==> src/rtl/mik_pkg.sv <==
// Shared constants and types for the mecanum inverse kinematics core.
package mik_pkg;

    localparam int FRAC_BITS  = 16;
    localparam int NUM_WHEELS = 4;
    localparam int DIV_STEPS  = 32;
    localparam int VEL_W      = 48;
    localparam int PROD_W     = 52;

    localparam logic [19:0] RPM_GAIN = 20'd625762;
    localparam logic [15:0] MAG_MAX  = 16'hFFFF;

    localparam logic [29:0] HALF_LENGTH_RST  = 30'd19005;
    localparam logic [29:0] HALF_WIDTH_RST   = 30'd2556;
    localparam logic [30:0] WHEEL_RADIUS_RST = 31'd8192;

    typedef enum logic [1:0] {
        REG_HALF_LENGTH  = 2'd0,
        REG_HALF_WIDTH   = 2'd1,
        REG_WHEEL_RADIUS = 2'd2
    } reg_idx_t;

    // wheel index order: front left, front right, rear left, rear right
    typedef struct packed {
        logic [31:0] rem;
        logic [31:0] dq;    // dividend bits shift out on top, quotient bits in below
        logic        neg;
        logic        ovf;
    } wheel_div_t;

    typedef wheel_div_t [NUM_WHEELS-1:0] div_bus_t;

endpackage

==> src/rtl/mik_div_step.sv <==
// One restoring division step for all four wheels, registered.
module mik_div_step
    import mik_pkg::*;
(
    input  logic        clk,
    input  logic        rst_n,
    input  logic [30:0] radius,
    input  logic        up_vld,
    output logic        up_rdy,
    input  div_bus_t    up_bus,
    output logic        dn_vld,
    input  logic        dn_rdy,
    output div_bus_t    dn_bus
);

    logic     vld_reg;
    div_bus_t bus_reg;
    div_bus_t bus_next;

    assign up_rdy = !vld_reg || dn_rdy;
    assign dn_vld = vld_reg;
    assign dn_bus = bus_reg;

    always_comb
    begin
        logic [32:0] t;
        logic [33:0] diff;
        for (int w = 0; w < NUM_WHEELS; w++)
        begin
            t    = {up_bus[w].rem, up_bus[w].dq[31]};
            diff = {1'b0, t} - {3'b0, radius};
            bus_next[w].neg = up_bus[w].neg;
            bus_next[w].ovf = up_bus[w].ovf;
            bus_next[w].rem = diff[33] ? t[31:0] : diff[31:0];
            bus_next[w].dq  = {up_bus[w].dq[30:0], !diff[33]};
        end
    end

    always_ff @(posedge clk or negedge rst_n)
    begin
        if (!rst_n)
            vld_reg <= 1'b0;
        else if (up_rdy)
            vld_reg <= up_vld;
    end

    always_ff @(posedge clk)
    begin
        if (up_rdy && up_vld)
            bus_reg <= bus_next;
    end

endmodule

==> config.mk <==
export PLATFORM = sky130hd
export DESIGN_NAME = mik_div_step
export DESIGN_NICKNAME = d
export VERILOG_FILES = /design/src/rtl/mik_pkg.sv /design/src/rtl/mik_div_step.sv
export SDC_FILE = /design/constraint.sdc
export NUM_CORES = 1
export LEC_CHECK = 0
export BUFFER_PORTS_ARGS = -buffer_cell sky130_fd_sc_hd__buf_2
export CAP_MARGIN = 20
export CORE_ASPECT_RATIO = 1.5
export CORE_MARGIN = 10
export CORE_UTILIZATION = 35
export DETAILED_ROUTE_END_ITERATION = 10
export PLACE_DENSITY = 0.67
export RECOVER_POWER = 100
export REMOVE_ABC_BUFFERS = 1
export SLEW_MARGIN = 20
export SYNTH_ARGS = -nofsm -noshare
export SYNTH_HDL_FRONTEND = slang
export SYNTH_SLANG_ARGS = --single-unit
==> constraint.sdc <==
create_clock -name clk -period 16.4 [get_ports clk]
set_clock_uncertainty 0.05 [all_clocks]
set_input_delay 1.64 -clock clk [delete_from_list [all_inputs] [get_ports clk]]
set_output_delay 1.64 -clock clk [all_outputs]
set_load 0.01 [all_outputs]
Yosys cells after proc, flatten, opt, wreduce, memory -nomap -nowiden:

Index checks and enable logic that the tools add are counted.

* mux-type cells: 4
* reductions and logical operators: 7
* add/sub/neg operators: 4

Operators with widths (number)
* $sub A33 B31 Y34: 4
* $mux W32: 4
* $logic_not A1 Y1: 5
* $logic_and A1 B1 Y1: 1
* $logic_or A1 B1 Y1: 1

* input bits: 299
* register bits: 265
* word-level logic and storage cells: 32

Logic depth before layout (Yosys ltp):

* depth after elaboration: 3
* mapped depth: 15
* gate-level depth less buffers: 13

Least setup slack after synthesis:

No wires, ideal clock.

* path kind: input to register
* from: in dn_rdy
* to: reg bus_reg (netlist bit dn_bus[0]), enable pin
* setup time: 0.659 ns
* path slack: 7.831 ns
* arrival: 7.859 ns
* path buffers: 0
* stages: 2
* required time: 15.691 ns
* path through: nand2b_1 > and2_1

* longest elaborated chain between the ends: 2

RTL lines
* start: declaration: RTL line mik_div_step.sv:12 `input logic dn_rdy,`
* $logic_or A1 B1 Y1: RTL line mik_div_step.sv:20 `assign up_rdy = !vld_reg || dn_rdy;`
* $logic_and A1 B1 Y1: RTL line mik_div_step.sv:49 `if (up_rdy && up_vld)`
* end signal: assignment: RTL line mik_div_step.sv:50 `bus_reg <= bus_next;`
* end: declaration: RTL line mik_div_step.sv:17 `div_bus_t bus_reg;`

No other way between the ends.
A chain may end at the register's enable or synchronous reset.

Final worst setup path:

* from: in dn_rdy
* to: reg bus_reg (netlist bit dn_bus[54]), enable pin

Same word-level chain as after synthesis.

==> key figures <==
Synthesis
  – Post-synth design cell area: 0.0158 mm^2
  – Portion of the post-synthesis area used by sequential elements: 0.505
  – Cells after Synth: 1478
  – Yosys synthesis warning count: 0
  – Most used standard cell by instance count after synthesis: sky130_fd_sc_hd__edfxtp_1
  – Count of distinct cell types in the synthesized netlist: 73
  – Prevailing post-synth register cell: sky130_fd_sc_hd__edfxtp_1
  – Register bit count reported by yosys: 265
  – EDFF count, synth: roughly 260
  – Mean area per synthesized cell: 10.7 um^2
  – Area share of the largest cell type after synthesis: 0.503
  – Post-synthesis cell type with the largest combined area: sky130_fd_sc_hd__edfxtp_1
  – Synth async-reset ratio: 0.00377
  – Ranking of synthesized cells by instance count: 264 x sky130_fd_sc_hd__edfxtp_1, 172 x sky130_fd_sc_hd__nand2_1, 145 x sky130_fd_sc_hd__a21oi_1
  – Cell types with the largest area share after synthesis: sky130_fd_sc_hd__edfxtp_1 50%, sky130_fd_sc_hd__ha_1 9.8%, sky130_fd_sc_hd__a21oi_1 4.6%, sky130_fd_sc_hd__o21ai_0 4.1%, sky130_fd_sc_hd__nand2_1 4.1%

Placed design
  – Count of placed standard cells including taps: 2586
  – GP Congestion: about 0.92
  – Pre-CTS worst setup slack: 10.64 ns
  – Final HPWL DP: 52800 um
  – Placed cell areas: 0.0192 mm^2
  – Total of buffers placed on input and output ports: 564

Cells and area
  – Growth of design area from synthesis to finish: 24.8%
  – Fill cell count: 4440
  – Share of final-layout standard cells stronger than drive strength 1: 0.178
  – Post-layout instance area: 0.0197 mm^2
  – Post-Layout Cell Count: approximately 2700
  – Post-route core utilization: 0.440
  – Nets: approximately 2500

Global route
  – Number of global-route vias before repair: 13700
  – Global-route wire length before repair: 88900 um
  – Combined global-route utilization of all metal layers: 0.216
  – Pin count of the biggest net entering global routing: 72
  – Global route overflow: 0
  – Number of antenna violations at the first check in global routing: 50

Power
  – P_leak: 7.90 nW
  – Post-layout total power: roughly 1.9 mW
  – PD cells: 97.7 mW/mm^2
  – Maximum vdd ir drop: 0.0630 mV

Timing
  – Final worst setup slack: 7.37 ns
  – Max-slew headroom: -2.02
  – Final Max Slew Viols: roughly 370
  – Worst hold margin: between 0.5 and 0.6 ns
  – Upper clock frequency limit: approximately 0.11 GHz
  – RSZ-0062 raised after global routing: false
  – Post-Route Setup TNS: 0 ns
  – Period utilisation layout: 0.550
  – Final count of hold timing violations: 0
  – Min Clock Period, post-route: around 9.0 ns
  – Number of setup violations in the final report: 0
  – Slew of the pin with the lowest slew margin: 4.53 ns

Clock network
  – Number of buffers inserted during clock tree synthesis: 27
  – Worst-Skew Late Latency: approximately 0.54 ns
  – Number of hold buffers added after cts: 0
  – Clock transition at the registers of the reported paths: 0.06 ns
  – H-Tree Depth: 1
  – Post-cts repair resize count: 0
  – Max clock buf depth: 3
  – Clock root buffer master: sky130_fd_sc_hd__clkbuf_16
  – Sink count of the clock tree: between 200 and 300
  – Post-CTS setup buffer count: 0
  – TritonCTS clock tree: yes

Route
  – First-pass DRT Iterations: 5
  – Number of routed nets with antenna violations: 0
  – Wire length after detailed routing: around 63000 um
  – Total via count after detailed routing: between 10000 and 15000
  – Via-to-Cell Ratio: 5.20
  – Residual DRC: 0
  – Number of design-rule violations left by the first detailed-router iteration: approximately 740
  – Wire length per cell after detailed routing: 23.6 um

Setup path
  – Worst EP arrival: slightly above 9 ns
  – Critical path endpoint category: register
  – Setup slack of the worst register-to-register path: 8.19 ns
  – Startpoint type of the worst setup path: input port
  – Required time worst endpoint: 16.53 ns
  – Kind of critical path: input port to register
  – Crit path max fanout: 71

Die
  – Starting utilization of the core area: 0.353
  – Height of the chip: 280 um
  – Die Span X: just under 200 um
  – # IOs: between 500 and 600
  – Core area: 0.0447 mm^2
  – Total die area: roughly 0.054 mm^2
  – Rows: 95

Worst hold path
  – Hold/Removal Path Class: register to register

Status
  – Violated checks: capacitance limit, slew limit
  – Outcome: finished, violations left

Job
  – Max-cap violation count: 6
==> state kept, by name, summed over array words and instances, names as in the netlist <==
| signal | count |
|---|---|
| dn_bus | 264 |
| dn_vld | 1 |
==> critical path: stages <==
cell and delay [ns]:
sky130_fd_sc_hd__buf_2 0.07, sky130_fd_sc_hd__nand2b_1 0.14, sky130_fd_sc_hd__and2_0 3.24, sky130_fd_sc_hd__clkbuf_1 2.88
sky130_fd_sc_hd__buf_4 1.03
==> per-layer routing <==
metal | track usage | wire length [um] | share of wire | vias up
met4 | 0.0821 | 2280 | 0.036 | 40
li1 | - | - | - | 6628
met3 | 0.0948 | 6830 | 0.11 | 151
met2 | 0.385 | 31600 | 0.50 | 594
met1 | 0.219 | 21800 | 0.35 | 6375
met5 | 0 | 239 | 0.0038 | -
==> area by class of cell <==
type / instances / area (um^2) / share of cell area
timing repair buffer: 569 / 2510 / 0.128
sequential: 265 / 7950 / 0.405
antenna: 18 / 45.0 / 0.00229
inverter: 65 / 245 / 0.0125
clock buffer: 33 / 698 / 0.0355
multi-input combinational: 1105 / 7350 / 0.374
tap: 582 / 728 / 0.0370
clock inverter: 15 / 133 / 0.00675
==> power breakdown <==
part,internal (mW),switching [mW]
logic,0.182,0.291
registers,0.830,0.0181
clock network,0.323,0.276
total,1.33,0.585
==> cells in the final DEF (no fill, tap or decap), drive strengths merged, types with 8 or more instances in the layout <==
cell	n
a211oi	11
a21o	54
a21oi	148
a31oi	9
and2	8
and3	9
buf	296
clkbuf	306
diode	18
edfxtp	264
ha	124
inv	68
mux2	15
nand2	172
nand2b	13
nand3	27
nand4	12
nor2	88
nor2b	14
nor3	24
o21a	21
o21ai	138
o21bai	10
o31ai	12
xnor2	46
xor2	61
==> cells by family (layout without fill, tap and decap cells) <==
kind of cell | after synthesis | count (layout) | share of synthesized area
DFF | 265 | 265 | 0.505
muxes | 18 | 18 | 0.0126
buffers and inverters | 108 | 682 | 0.0289
AOI/OAI and AO/OA | 465 | 465 | 0.181
and+or+nand+nor | 387 | 387 | 0.109
adders and majority gates | 128 | 128 | 0.104
xor gates and xnor gates | 107 | 107 | 0.0595
other | 0 | 18 | 0
==> final timing paths <==
| kind | startpoint | to | depth (start not counted) |
|---|---|---|---|
| hold / removal | dn_vld$_DFFE_PN0N_ | dn_vld$_DFFE_PN0N_ | 2 |
| setup / recovery | dn_rdy | dn_bus[54]$_DFFE_PP_ | 5 |
| hold reg to reg | dn_vld$_DFFE_PN0N_ | dn_vld$_DFFE_PN0N_ | 2 |
| setup reg to reg | dn_vld$_DFFE_PN0N_ | dn_bus[54]$_DFFE_PP_ | 4 |
| min in group asynchronous | rst_n | dn_vld$_DFFE_PN0N_ | 1 |
| max in group asynchronous | rst_n | dn_vld$_DFFE_PN0N_ | 1 |
Note: power is estimated with default switching activity, not from simulation.
