===== src/rtl/mik_pkg.sv =====
// Shared constants and types for the mecanum inverse kinematics core.
package mik_pkg;

    localparam int FRAC_BITS  = 16;
    localparam int NUM_WHEELS = 4;
    localparam int DIV_STEPS  = 32;
    localparam int VEL_W      = 48;
    localparam int PROD_W     = 52;

    localparam logic [19:0] RPM_GAIN = 20'd625762;
    localparam logic [15:0] MAG_MAX  = 16'hFFFF;

    localparam logic [29:0] HALF_LENGTH_RST  = 30'd19005;
    localparam logic [29:0] HALF_WIDTH_RST   = 30'd2556;
    localparam logic [30:0] WHEEL_RADIUS_RST = 31'd8192;

    typedef enum logic [1:0] {
        REG_HALF_LENGTH  = 2'd0,
        REG_HALF_WIDTH   = 2'd1,
        REG_WHEEL_RADIUS = 2'd2
    } reg_idx_t;

    // wheel index order: front left, front right, rear left, rear right
    typedef struct packed {
        logic [31:0] rem;
        logic [31:0] dq;    // dividend bits shift out on top, quotient bits in below
        logic        neg;
        logic        ovf;
    } wheel_div_t;

    typedef wheel_div_t [NUM_WHEELS-1:0] div_bus_t;

endpackage


===== src/rtl/mik_back.sv =====
// Back stages: RPM gain multiply, rounding, saturation and direction.
module mik_back
    import mik_pkg::*;
(
    input  logic        clk,
    input  logic        rst_n,
    input  logic        up_vld,
    output logic        up_rdy,
    input  div_bus_t    up_bus,
    output logic        dn_vld,
    input  logic        dn_rdy,
    output logic [15:0] mag [NUM_WHEELS],
    output logic        fwd [NUM_WHEELS]
);

    logic              sa_vld_reg, sb_vld_reg;
    logic              rdya, rdyb;
    logic [PROD_W-1:0] p_reg   [NUM_WHEELS];
    logic              neg_reg [NUM_WHEELS];
    logic              ovf_reg [NUM_WHEELS];
    logic              nz_reg  [NUM_WHEELS];
    logic [15:0]       mag_reg [NUM_WHEELS];
    logic              fwd_reg [NUM_WHEELS];
    logic [PROD_W-1:0] p_next  [NUM_WHEELS];
    logic [15:0]       mag_next [NUM_WHEELS];

    assign rdyb   = !sb_vld_reg || dn_rdy;
    assign rdya   = !sa_vld_reg || rdyb;
    assign up_rdy = rdya;
    assign dn_vld = sb_vld_reg;
    assign mag    = mag_reg;
    assign fwd    = fwd_reg;

    always_comb
    begin
        logic [PROD_W:0] sum;
        logic [20:0]     q;
        for (int w = 0; w < NUM_WHEELS; w++)
        begin
            p_next[w] = {20'b0, up_bus[w].dq} * {32'b0, RPM_GAIN};
            sum  = {1'b0, p_reg[w]} + (neg_reg[w] ? 53'd65535 : 53'd0);
            q    = sum[52:32];
            if (ovf_reg[w] || (q[20:16] != 5'd0))
                mag_next[w] = MAG_MAX;
            else
                mag_next[w] = q[15:0];
        end
    end

    always_ff @(posedge clk or negedge rst_n)
    begin
        if (!rst_n)
        begin
            sa_vld_reg <= 1'b0;
            sb_vld_reg <= 1'b0;
        end
        else
        begin
            if (rdya)
                sa_vld_reg <= up_vld;
            if (rdyb)
                sb_vld_reg <= sa_vld_reg;
        end
    end

    always_ff @(posedge clk)
    begin
        for (int w = 0; w < NUM_WHEELS; w++)
        begin
            if (rdya && up_vld)
            begin
                p_reg[w]   <= p_next[w];
                neg_reg[w] <= up_bus[w].neg;
                ovf_reg[w] <= up_bus[w].ovf;
                nz_reg[w]  <= up_bus[w].ovf || (up_bus[w].dq != 32'd0);
            end
            if (rdyb && sa_vld_reg)
            begin
                mag_reg[w] <= mag_next[w];
                fwd_reg[w] <= !(neg_reg[w] && nz_reg[w]);
            end
        end
    end

endmodule


===== config.mk =====
export PLATFORM = sky130hd
export DESIGN_NAME = mik_back
export DESIGN_NICKNAME = d
export VERILOG_FILES = /design/src/rtl/mik_pkg.sv /design/src/rtl/mik_back.sv
export SDC_FILE = /design/constraint.sdc
export NUM_CORES = 2
export LEC_CHECK = 0
export BUFFER_PORTS_ARGS = -buffer_cell sky130_fd_sc_hd__buf_2
export CORE_ASPECT_RATIO = 1.25
export CORE_UTILIZATION = 50
export DETAILED_ROUTE_END_ITERATION = 12
export MAX_ROUTING_LAYER = met4
export PLACE_DENSITY = 0.71
export SYNTH_ARGS = -nofsm -noshare
export SYNTH_HDL_FRONTEND = slang
export SYNTH_SLANG_ARGS = --single-unit

===== constraint.sdc =====
create_clock -name clk -period 5.9 [get_ports clk]
set_input_delay 0.295 -clock clk [delete_from_list [all_inputs] [get_ports clk]]
set_output_delay 0.295 -clock clk [all_outputs]
set_load 0.02 [all_outputs]

-- Word-level counts from Yosys, hierarchy flattened
Memory sizes are Yosys's and may differ from the RTL's.
Cells that the tools add are included.
- add/sub/neg operators: 4
- $mul: 4
- muxes and demuxes: 6
- reductions and logical operators: 30
- operators by type and width (cell ; count):
    adder 52 x 16 -> 53 bit ; 4
    multiplier 32 x 19 -> 51 bit, second input constant ; 4
    nonzero test 32 bit ; 4
    2-to-1 mux 16 bit ; 4
    nonzero test 5 bit ; 4
    logical OR 1 bit ; 10
    logical AND 1 bit ; 6
    logical NOT 1 bit ; 6
    2-to-1 mux 1 bit ; 2
- flip-flop bits (word level): 70
- RAM bits: 216
- output and inout bits: 70
- memories: 4
- memory list (memory ; words ; width ; rd ports ; clocked after Yosys merged registers in ; write ports ; line ; text):
    p_reg ; 4 ; 51 ; 4 ; 0 ; 4 ; mik_back.sv:18 ; logic [PROD_W-1:0] p_reg [NUM_WHEELS];
    neg_reg ; 4 ; 1 ; 4 ; 0 ; 4 ; mik_back.sv:19 ; logic neg_reg [NUM_WHEELS];
    nz_reg ; 4 ; 1 ; 4 ; 0 ; 4 ; mik_back.sv:21 ; logic nz_reg [NUM_WHEELS];
    ovf_reg ; 4 ; 1 ; 4 ; 0 ; 4 ; mik_back.sv:20 ; logic ovf_reg [NUM_WHEELS];

-- Longest topological paths before layout
- depth in word-level cells: 6
- mapped depth: 23

-- Least setup slack after synthesis
Ideal clock, no wire load.
- kind: register to register
- from: register sb_vld_reg (netlist: dn_vld)
- to: memory neg_reg[0], enable pin
- setup time: 0.602 ns
- arrival time: 5.694 ns
- slack: -0.396 ns
- stages on the path, launching flop included: 3
- path buffers: 0
- path through: dfrtp_1 nand3b_1 and2_1
- RTL lines (item ; line ; text):
    start, declared ; mik_back.sv:16 ; logic sa_vld_reg, sb_vld_reg;
    start signal, assigned ; mik_back.sv:62 ; sb_vld_reg <= sa_vld_reg;
    end, declared ; mik_back.sv:19 ;

==> results.toml <==
[status]
status = "completed"

[timing]
setup_tns_ns = 0
rsz0062_at_grt = "no"
period_share_pct = 95.0
setup_viol = 0
skew_ns = 0.0206
finalHoldViolCount = 0
hold_ws_ns = 0.0370
timing.slew.headroom_pct = 26.8
drv_slew = 0
worst_pin_slew_ns = 1.10
min_period_ns = 5.60
max_freq_ghz = 0.178

[global_route]
grt_pass1_wl_mm = 183
grt_max_degree = 176
grt_pass1_vias = 35733
antenna_found_initial = 3
overflow = 0
grt_usage_pct = 25.0

[route]
drt-wirelength-per-cell_um = 17.9
drt-met1-wl_mm = 46.0
route.detailed.drc = 0
dr_wl_met3_mm = 5.00
topRoutingLayerUsed = "met4"
initialDrtViolationCount = 1623
viasPerCell = 5.22
num_vias = 33149
wl_met2_mm = 57.5
first_pass_iters = 6
drtAntennaViolNets = 0
wl_mm = 114

[floorplanning]
die_y_um = 347
rows = 126
fp.dieW_um = 278
core_mm2 = 0.0943
start_util_pct = 50.4
die_area_mm2 = 0.0963
io_pins = 338

[clock_network]
cts_buffers = 39
postCtsSetupBuffers = 0
clock-root-buffer = "clkbuf_16"
cts_tree = "done"
cts_sinks = 286
clk_pin_slew_ns = 0.06
h-tree-depth = 2
cts_buffer_depth = 3
clk_latency_ns = 0.59

[place]
globalplace.congestion = 0.981
dpl_cell_area_mm2 = 0.0519
post-dp-hpwl_mm = 99.5
portBuffers = 209

[critical_path]
cp_max_fo = 7
start_kind = "input pin"
worstPathRequired_ns = 6.22
criticalPathCategory = "in2reg"
arrival_ns = 5.92
rrSetupSlack_ns = 1.51
cp-end-kind = "register"

[finish]
nFillCells = 8084
seq_area_mm2 = 0.00858
layout-drive-gt1-share_pct = 10.7
largest_reg_flops = 204
nNetsFinal = 7017
final_area_mm2 = 0.0534
area_delta_synth_final_pct = 12.3
multi_input_area_mm2 = 0.0341

[synth]
synth_nets = 6520
synth-seq-cells = 286
seq_area_frac_synth_pct = 18.1
ys.flop_type = "edfxtp_1"
synth.cell_area_mm2 = 0.0475
async_flop_share_pct = 0.699
yosys_warnings = 0
synth_cells = 4612
ys_types = 84
synth-edff-count = 284
avgSynthCellArea_um2 = 10.3

[worst_hold_path]
hp-class = "in2reg"

[run]
cap_violations = 0
-- cell type report --
type	count	area share, %
timing repair buffer	479	5.88
antenna	3	0.0141
inverter	1263	8.88
multi-input combinational	3040	63.9
tap	1216	2.85
clock inverter	27	0.546
sequential	286	16.1
clock buffer	42	1.85
-- per-stage QoR --
| step | cells | utilization [%] | worst slack, ns |
|---|---|---|---|
| finish | 6356 | 56.6 | 0.297 |
| global placement | 6268 | 55.1 | -0.0402 |
| CTS | 6353 | 56.6 | 0.362 |
| floorplan | 4612 | - | 0.354 |
| global route | 6355 | 56.6 | 0.0265 |
| detailed placement | 6268 | 55.1 | -0.0880 |
-- cells in the final DEF, fill, tap and decap left out, types with 12 or more instances in the layout --
| cell | instances |
|---|---|
| a211oi_1 | 21 |
| a21o_1 | 110 |
| a21oi_1 | 181 |
| and2_1 | 16 |
| and3_1 | 20 |
| buf_2 | 209 |
| buf_4 | 252 |
| clkbuf_16 | 39 |
| dlygate4sd3_1 | 16 |
| edfxtp_1 | 284 |
| fa_1 | 648 |
| ha_1 | 992 |
| inv_1 | 1263 |
| nand2_1 | 153 |
| nand2b_1 | 33 |
| nand3_1 | 66 |
| nand4_1 | 56 |
| nor2_1 | 130 |
| nor2b_1 | 31 |
| nor3_1 | 39 |
| nor4_1 | 13 |
| o21a_1 | 13 |
| o21ai_0 | 80 |
| o21ai_1 | 22 |
| o21bai_1 | 21 |
| o31ai_1 | 12 |
| or3_1 | 17 |
| xnor2_1 | 128 |
| xor2_1 | 62 |
-- per-layer routing --
layer / vias up / track usage (%)
li1: 16032 / -
met1: 16215 / 28.8
met2: 676 / 43.7
met3: 226 / 3.68
met4: 0 / 9.75
met5: - / -
-- cell usage after synthesis, types with 20 or more instances --
cell,instances,share of area (%)
inv_1,1263,10
ha_1,992,26
fa_1,648,27
edfxtp_1,284,18
a21oi_1,181,1.9
nand2_1,153,1.2
nor2_1,130,1.0
xnor2_1,128,2.4
a21o_1,110,1.7
o21ai_0,80,0.84
nand3_1,66,0.70
xor2_1,62,1.1
nand4_1,56,0.74
nor3_1,39,0.41
nand2b_1,33,0.43
nor2b_1,31,0.41
o21ai_1,22,0.23
a211oi_1,21,0.33
o21bai_1,21,0.33
and3_1,20,0.26
-- worst paths after layout --
check	startpoint	end	cells after the start
max	up_bus[3]	p_reg[0][50]	21
min	up_bus[68]	p_reg[1][0]	1
max reg2reg	neg_reg[0]	mag[51]	11
min reg2reg	sa_vld_reg	dn_vld	1
max in group asynchronous	rst_n	sa_vld_reg	3
min in group asynchronous	rst_n	dn_vld	3
-- cells by family after synthesis --
family | after synthesis | synth area share [%]
compound gates | 579 | 8.02
xor+xnor | 190 | 3.50
fa+ha+maj | 1640 | 53.4
buf+inv | 1286 | 10.2
flops | 286 | 18.1
mux | 8 | 0.169
simple gates | 623 | 6.66
-- timing repair --
item / in CTS / in global routing
endpoints found under the hold margin: 15 / 0
hold buffers: 16 / 0
gates resized for setup: 0 / 0
-- critical path: stages --
cell and delay, ns:
dlygate4sd3_1 0.53, buf_2 0.18, ha_1 0.21, ha_1 0.23, fa_1 0.47, fa_1 0.50
fa_1 0.48, inv_1 0.04, fa_1 0.47, inv_1 0.04, ha_1 0.35, nand2_1 0.08
buf_4 0.14, nor4_1 0.27, a211oi_1 0.16, buf_4 0.17, o21ai_1 0.23, a41oi_2 0.23
o31ai_1 0.45, nor3b_1 0.09, a311o_1 0.28
Power is not shown: default switching activity piles up to over one toggle a cycle in this logic, so the estimate is an artifact.
