### src/rtl/mik_pkg.sv
// Shared constants and types for the mecanum inverse kinematics core.
package mik_pkg;

    localparam int FRAC_BITS  = 16;
    localparam int NUM_WHEELS = 4;
    localparam int DIV_STEPS  = 32;
    localparam int VEL_W      = 48;
    localparam int PROD_W     = 52;

    localparam logic [19:0] RPM_GAIN = 20'd625762;
    localparam logic [15:0] MAG_MAX  = 16'hFFFF;

    localparam logic [29:0] HALF_LENGTH_RST  = 30'd19005;
    localparam logic [29:0] HALF_WIDTH_RST   = 30'd2556;
    localparam logic [30:0] WHEEL_RADIUS_RST = 31'd8192;

    typedef enum logic [1:0] {
        REG_HALF_LENGTH  = 2'd0,
        REG_HALF_WIDTH   = 2'd1,
        REG_WHEEL_RADIUS = 2'd2
    } reg_idx_t;

    // wheel index order: front left, front right, rear left, rear right
    typedef struct packed {
        logic [31:0] rem;
        logic [31:0] dq;    // dividend bits shift out on top, quotient bits in below
        logic        neg;
        logic        ovf;
    } wheel_div_t;

    typedef wheel_div_t [NUM_WHEELS-1:0] div_bus_t;

endpackage

### src/rtl/mik_front.sv
// Front stages: yaw term multiply, wheel speed sums, divider setup.
module mik_front
    import mik_pkg::*;
(
    input  logic               clk,
    input  logic               rst_n,
    input  logic [30:0]        k_sum,
    input  logic [30:0]        radius,
    input  logic               up_vld,
    output logic               up_rdy,
    input  logic signed [31:0] vx,
    input  logic signed [31:0] vy,
    input  logic signed [31:0] om,
    output logic               dn_vld,
    input  logic               dn_rdy,
    output div_bus_t           dn_bus
);

    logic s1_vld_reg, s2_vld_reg, s3_vld_reg;
    logic rdy1, rdy2, rdy3;

    logic signed [63:0]      prod_reg;
    logic signed [31:0]      vx1_reg, vy1_reg;
    logic signed [VEL_W-1:0] v_reg [NUM_WHEELS];
    div_bus_t                bus_reg;

    logic signed [63:0]      prod;
    logic signed [VEL_W-1:0] kk, vxe, vye;
    logic signed [VEL_W-1:0] v_next [NUM_WHEELS];
    div_bus_t                bus_next;

    assign rdy3   = !s3_vld_reg || dn_rdy;
    assign rdy2   = !s2_vld_reg || rdy3;
    assign rdy1   = !s1_vld_reg || rdy2;
    assign up_rdy = rdy1;
    assign dn_vld = s3_vld_reg;
    assign dn_bus = bus_reg;

    assign prod = $signed({33'b0, k_sum}) * 64'(om);
    assign kk   = prod_reg[63:FRAC_BITS];
    assign vxe  = VEL_W'(vx1_reg);
    assign vye  = VEL_W'(vy1_reg);

    always_comb
    begin
        v_next[0] = kk - vxe + vye;
        v_next[1] = vxe + vye + kk;
        v_next[2] = kk - vxe - vye;
        v_next[3] = vxe - vye + kk;
    end

    always_comb
    begin
        logic [VEL_W-1:0] av;
        for (int w = 0; w < NUM_WHEELS; w++)
        begin
            bus_next[w].neg = v_reg[w][VEL_W-1];
            av = v_reg[w][VEL_W-1] ? VEL_W'(-v_reg[w]) : VEL_W'(v_reg[w]);
            bus_next[w].ovf = av >= {1'b0, radius, 16'b0};
            bus_next[w].rem = av[47:16];
            bus_next[w].dq  = {av[15:0], 16'b0};
        end
    end

    always_ff @(posedge clk or negedge rst_n)
    begin
        if (!rst_n)
        begin
            s1_vld_reg <= 1'b0;
            s2_vld_reg <= 1'b0;
            s3_vld_reg <= 1'b0;
        end
        else
        begin
            if (rdy1)
                s1_vld_reg <= up_vld;
            if (rdy2)
                s2_vld_reg <= s1_vld_reg;
            if (rdy3)
                s3_vld_reg <= s2_vld_reg;
        end
    end

    always_ff @(posedge clk)
    begin
        if (rdy1 && up_vld)
        begin
            prod_reg <= prod;
            vx1_reg  <= vx;
            vy1_reg  <= vy;
        end
        if (rdy2 && s1_vld_reg)
            v_reg <= v_next;
        if (rdy3 && s2_vld_reg)
            bus_reg <= bus_next;
    end

endmodule

### config.mk
export PLATFORM = sky130hd
export DESIGN_NAME = mik_front
export DESIGN_NICKNAME = d
export VERILOG_FILES = /design/src/rtl/mik_pkg.sv /design/src/rtl/mik_front.sv
export SDC_FILE = /design/constraint.sdc
export NUM_CORES = 2
export LEC_CHECK = 0
export BUFFER_PORTS_ARGS = -buffer_cell sky130_fd_sc_hd__buf_4
export CORE_ASPECT_RATIO = 1.1
export CORE_MARGIN = 3
export CORE_UTILIZATION = 45
export CTS_CLUSTER_SIZE = 20
export DETAILED_ROUTE_END_ITERATION = 12
export MAX_ROUTING_LAYER = met4
export PLACE_DENSITY = 0.6
export SYNTH_ARGS = -nofsm -noshare
export SYNTH_HDL_FRONTEND = slang
export SYNTH_SLANG_ARGS = --single-unit
### constraint.sdc
create_clock -name clk -period 6.35 [get_ports clk]
set_clock_uncertainty 0.15 [all_clocks]
set_input_delay 1.27 -clock clk [delete_from_list [all_inputs] [get_ports clk]]
set_output_delay 1.27 -clock clk [all_outputs]
set_load 0.02 [all_outputs]
### Word-level counts from Yosys, hierarchy flattened

Index checks and enable logic that the tools add are counted.

| storage, ports and cells | value |
|---|---|
| input port bits | 162 |
| memory bits (read-only) | 0 |
| RAM bits | 0 |
| register bits after elaboration | 523 |
| memories kept | 0 |
| bits in latches | 0 |

| cells by class | value |
|---|---|
| eq/ne operators | 0 |
| reductions and logical operators | 9 |
| mux-type cells | 4 |
| bitwise gates (word level) | 0 |
| order comparisons | 4 |
| div/mod/pow operators | 0 |
| shift operators | 0 |
| $mul | 1 |
| add/subtract/negate cells | 11 |

Operator list:

| cell | count |
|---|---|
| 48-bit by 47-bit >= comparator with 1-bit output | 4 |
| 48-bit 2-to-1 mux | 4 |
| 48-bit negation | 4 |
| 33-bit by 48-bit adder with 48-bit output | 2 |
| 48-bit by 32-bit subtractor with 48-bit output | 2 |
| 32-bit by 32-bit multiplier with 64-bit output | 1 |
| 48-bit by 32-bit adder with 48-bit output | 1 |
| 32-bit by 32-bit adder with 33-bit output | 1 |
| 32-bit by 32-bit subtractor with 33-bit output | 1 |
| 1-bit logical AND | 3 |
| 1-bit logical NOT | 3 |
| 1-bit logical OR | 3 |

### Depth between registers and ports, before layout

| logic depth | value |
|---|---|
| depth after elaboration | 5 |
| mapped depth | 29 |
| mapped depth without buffers | 27 |

### Least setup slack after synthesis

OpenSTA, ideal clock, no wires.

| timing path | value |
|---|---|
| path kind | input -> register |
| start point | input om[5] |
| end point | register prod_reg[40] (data pin) |
| arrival | 8.113 ns |
| slack | -2.175 ns |
| required time | 5.937 ns |
| setup time | 0.263 ns |
| stages on the path | 25 |
| cells stage by stage | clkbuf_1 -> and2_1 -> fa_1 -> fa_1 -> fa_1 -> inv_1 -> fa_1 -> inv_1 -> fa_1 -> inv_1 -> fa_1 -> inv_1 -> fa_1 -> fa_1 -> ha_1 -> and2_1 -> nand3_1 -> a2111oi_0 -> o311a_1 -> o2111ai_1 -> a211oi_1 -> nor3_1 -> o31ai_1 -> a21boi_0 -> xnor2_1 |

| between the ends | value |
|---|---|
| longest elaborated chain between the ends | 1 |

RTL lines:

| element | line | source |
|---|---|---|
| start, declared | mik_front.sv:13 | `input logic signed [31:0] om,` |
| 32-bit by 32-bit multiplier with 64-bit output | mik_front.sv:39 | `assign prod = $signed({33'b0, k_sum}) * 64'(om);` |
| net prod[40] | mik_front.sv:27 | `logic signed [63:0] prod;` |
| end signal, assigned | mik_front.sv:88 | `prod_reg <= prod;` |
| end, declared | mik_front.sv:22 | `logic signed [63:0] prod_reg;` |

The timed path passes the listed nets, and every way through them passes these cells.
A chain may end at the register's enable or synchronous reset.

### Worst setup path in the final report

| timing path | value |
|---|---|
| start point | input om[7] |
| end point | register prod_reg[35] (data pin) |

The elaborated chain is that of the path after synthesis.

==> reports/qor.yml <==
synth_edf_count: 498
netlist_instances: 7125
core-area_um2: 153000
grt_pass1_wl_mm: 317
worstPathCellList: "buf_12 -> buf_12 -> and2_4 -> fa_1 -> fa_1 -> fa_1 -> inv_1 -> fa_1 -> inv_1 -> fa_1 -> fa_1 -> fa_1 -> fa_1 -> ha_4 -> buf_12 -> nand2_8 -> a2111oi_4 -> o311a_1 -> o2111ai_2 -> a211oi_2 -> buf_4 -> nor2_4 -> o31a_1 -> xnor2_1"
postSynthAreaPerCell_um2: 9.75
seq_area_frac_synth_pct: 21.6
final.min_clock_period_ns: 7.82
ioPinCount: 428
rsz0062_at_grt: "yes"
rr_endpoint: "dn_bus[132]"
setup.worst_path.start: "om[7]"
grt_max_degree: 113
yosys_warnings: 0
critical_path_arrival_ns: 8.01
slew_violations: 0
synth_top_cell_by_area: "fa_1"
drt_iter0_markers: 3454
worstPathMaxFanout: 8
cts_tree: "yes"
largest_reg_flops: 197
synthArstFlopShare_pct: 0.599
netlist_area_um2: 69500
worstMarginPinSlew_ns: 0.885
numCtsBuffers: 46
hold_viol_final: 0
grt_pass1_vias: 54531
reg2reg_from: "v_reg[49]"
crit_end: "prod_reg[35]"
violations: "setup timing"
holdWs_ns: 0.294
status: "finished, violations left"
start_kind: "input port"
ys_ff_latch: 501
hpwlAfterDp_mm: 174
critPathSlowestCell: "fa_1"
worstRegToRegCells: 23
initial_utilization_pct: 45.5
fin_ws_ns: -1.47
wl_mm: 204
finalSetupViolCount: 48
clk_latency_ns: 0.63
cpPeakStageDelay_ns: 0.56
maxCapViolations: 0
final_antenna_net_count: 0
cp.required_ns: 6.54
gp_congestion: 0.968
grt_antenna_before_repair: 9
synth_area_leaders: "fa_1 (28%), edfxtp_1 (22%), ha_1 (12%), inv_1 (6.5%), and2_1 (5.5%)"
cts_buffer_depth: 3
chipHeight_um: 418
yosys.cell_types.count: 75
fmax_mhz: 128
cp-end-kind: "flip-flop"
root_buffer: "clkbuf_16"
cts_sinks: 501
dr.pass1.iters: 6
relSlewSlack_pct: 40.3
grt.total_usage_pct: 26.3
port-buffer-count: 363
nNetsFinal: 9640
final_util_pct: 53.8
wl_per_cell_um: 20.6
clk_pin_slew_ns: 0.06
globalRouteOverflowTotal: 0
synth_ff_type: "edfxtp_1"
fin_crit_sh_pct: 123
hold_path_class: "input port to async pin"
synth_top_area_share_pct: 27.8
area_growth_pct: 18.2
rrSetupSlack_ns: 0.10
drcViolationCount: 0
drive_above_1_share_pct: 17.5
path_class: "input port to flip-flop"
vias_per_cell: 5.26
critPathMostFrequentCell: "fa_1"
via_count: 52279
die_area_um2: 159000
rows: 150
final.setup.tns_ns: -49.84
htreeDepth: 2
fp.dieW_um: 381
==> placed cells by master, fill, tap and decap left out, types with 35 or more instances in the layout <==
master     instances
xor2_1            78
a21oi_1          298
nand4_1           70
fa_2              42
nand2_1          561
conb_1            64
buf_12            35
buf_6             47
nor2_1           191
a21o_1           152
and2_1           577
o21bai_1          56
or4_1             42
ha_1             621
nor2b_1           72
nor3_1            38
o31ai_1           70
fa_1             922
xnor2_1          354
nand3_1           58
ha_4              36
and2_4            37
clkbuf_16         48
inv_1           1187
edfxtp_1         498
o21ai_0          214
buf_4            864
nand2b_1          77
==> cell usage after synthesis, types with 7 or more instances <==
cell type  count
inv_1       1208
fa_1         964
ha_1         660
and2_1       614
nand2_1      573
edfxtp_1     498
xnor2_1      372
a21oi_1      331
clkbuf_1     280
o21ai_0      246
nor2_1       207
a21o_1       152
xor2_1        81
nand2b_1      77
o31ai_1       77
nor2b_1       76
nand4_1       70
buf_4         67
nand3_1       64
o21bai_1      57
or4_1         48
nor3_1        43
or3_1         35
a31oi_1       30
nor4_1        29
o21a_1        29
o41ai_1       29
and3_1        21
a211oi_1      20
a21boi_0      13
a221oi_1      11
or2_2         10
o31a_1         9
a221o_1        8
o211ai_1       7
==> metal layers <==
metal | routed length [um] | track usage, % | vias up
met1 | 93800 | 36.3 | 26062
met2 | 93400 | 41.6 | 1585
met4 | 5470 | 6.08 | 0
met3 | 11800 | 3.15 | 226
met5 | 0 | - | -
li1 | - | - | 24406
==> worst min-delay path by stage <==
stage / start / endpoint / slack (ns) / depth (start not counted)
floorplan: s1_vld_reg / s2_vld_reg / 0.30 / 1
global placement: s1_vld_reg / s2_vld_reg / 0.32 / 1
detailed placement: s1_vld_reg / s2_vld_reg / 0.33 / 1
CTS: rst_n / s1_vld_reg / 0.26 / 1
global route: rst_n / s1_vld_reg / 0.27 / 1
finish: rst_n / s1_vld_reg / 0.29 / 1
==> per-stage QoR <==
step	std cells	area (um2)	worst slack, ns
2_1_floorplan	7188	70300	-1.63
3_3_place_gp	9813	78300	-2.27
3_5_place_dp	9813	78300	-2.35
4_1_cts	9924	81100	-1.42
5_1_grt	9943	82100	-1.68
6_report	9944	82100	-1.47
==> critical path, delay by kind of cell <==
| family | cells | cell delay [ns] |
|---|---|---|
| XOR/XNOR | 1 | 0.14 |
| AND/OR/NAND/NOR | 3 | 0.25 |
| AO/OA/AOI/OAI | 5 | 1.39 |
| buffers and inverters | 6 | 0.67 |
| adder cells (fa/ha/maj) | 9 | 4.29 |
==> cell type report <==
class	count	area [um2]
antenna	4	10.0
clock buffer	53	1180
clock inverter	29	268
fill	13727	70500
inverter	1212	4550
multi-input combinational	5121	50300
sequential	501	15000
tap	2052	2570
timing repair buffer	972	8180
==> what timing repair did <==
action                                  4_1_cts  5_1_grt
setup buffers                                28       20
endpoints found under the setup margin       54       69
pin swaps                                   108      124
resized for setup                           249      184
cloned                                        3        2
hold buffers                                  0        0
==> logic make-up (layout without fill, tap and decap cells) <==
kind of cell,count (synthesis),in the layout,share of synthesized area (%)
and+or+nand+nor,1900,1900,14.4
adders and majority gates,1624,1624,39.7
buffers and inverters,1566,2266,8.83
AOI/OAI and AO/OA,1079,1079,9.79
DFF,501,501,21.6
xor gates and xnor gates,453,453,5.71
other,1,68,0.00540
muxes,1,1,0.0144
Power is left out: the tool's default activity adds up to more than one toggle a clock period on the data nets, which glitch-free logic cannot reach.
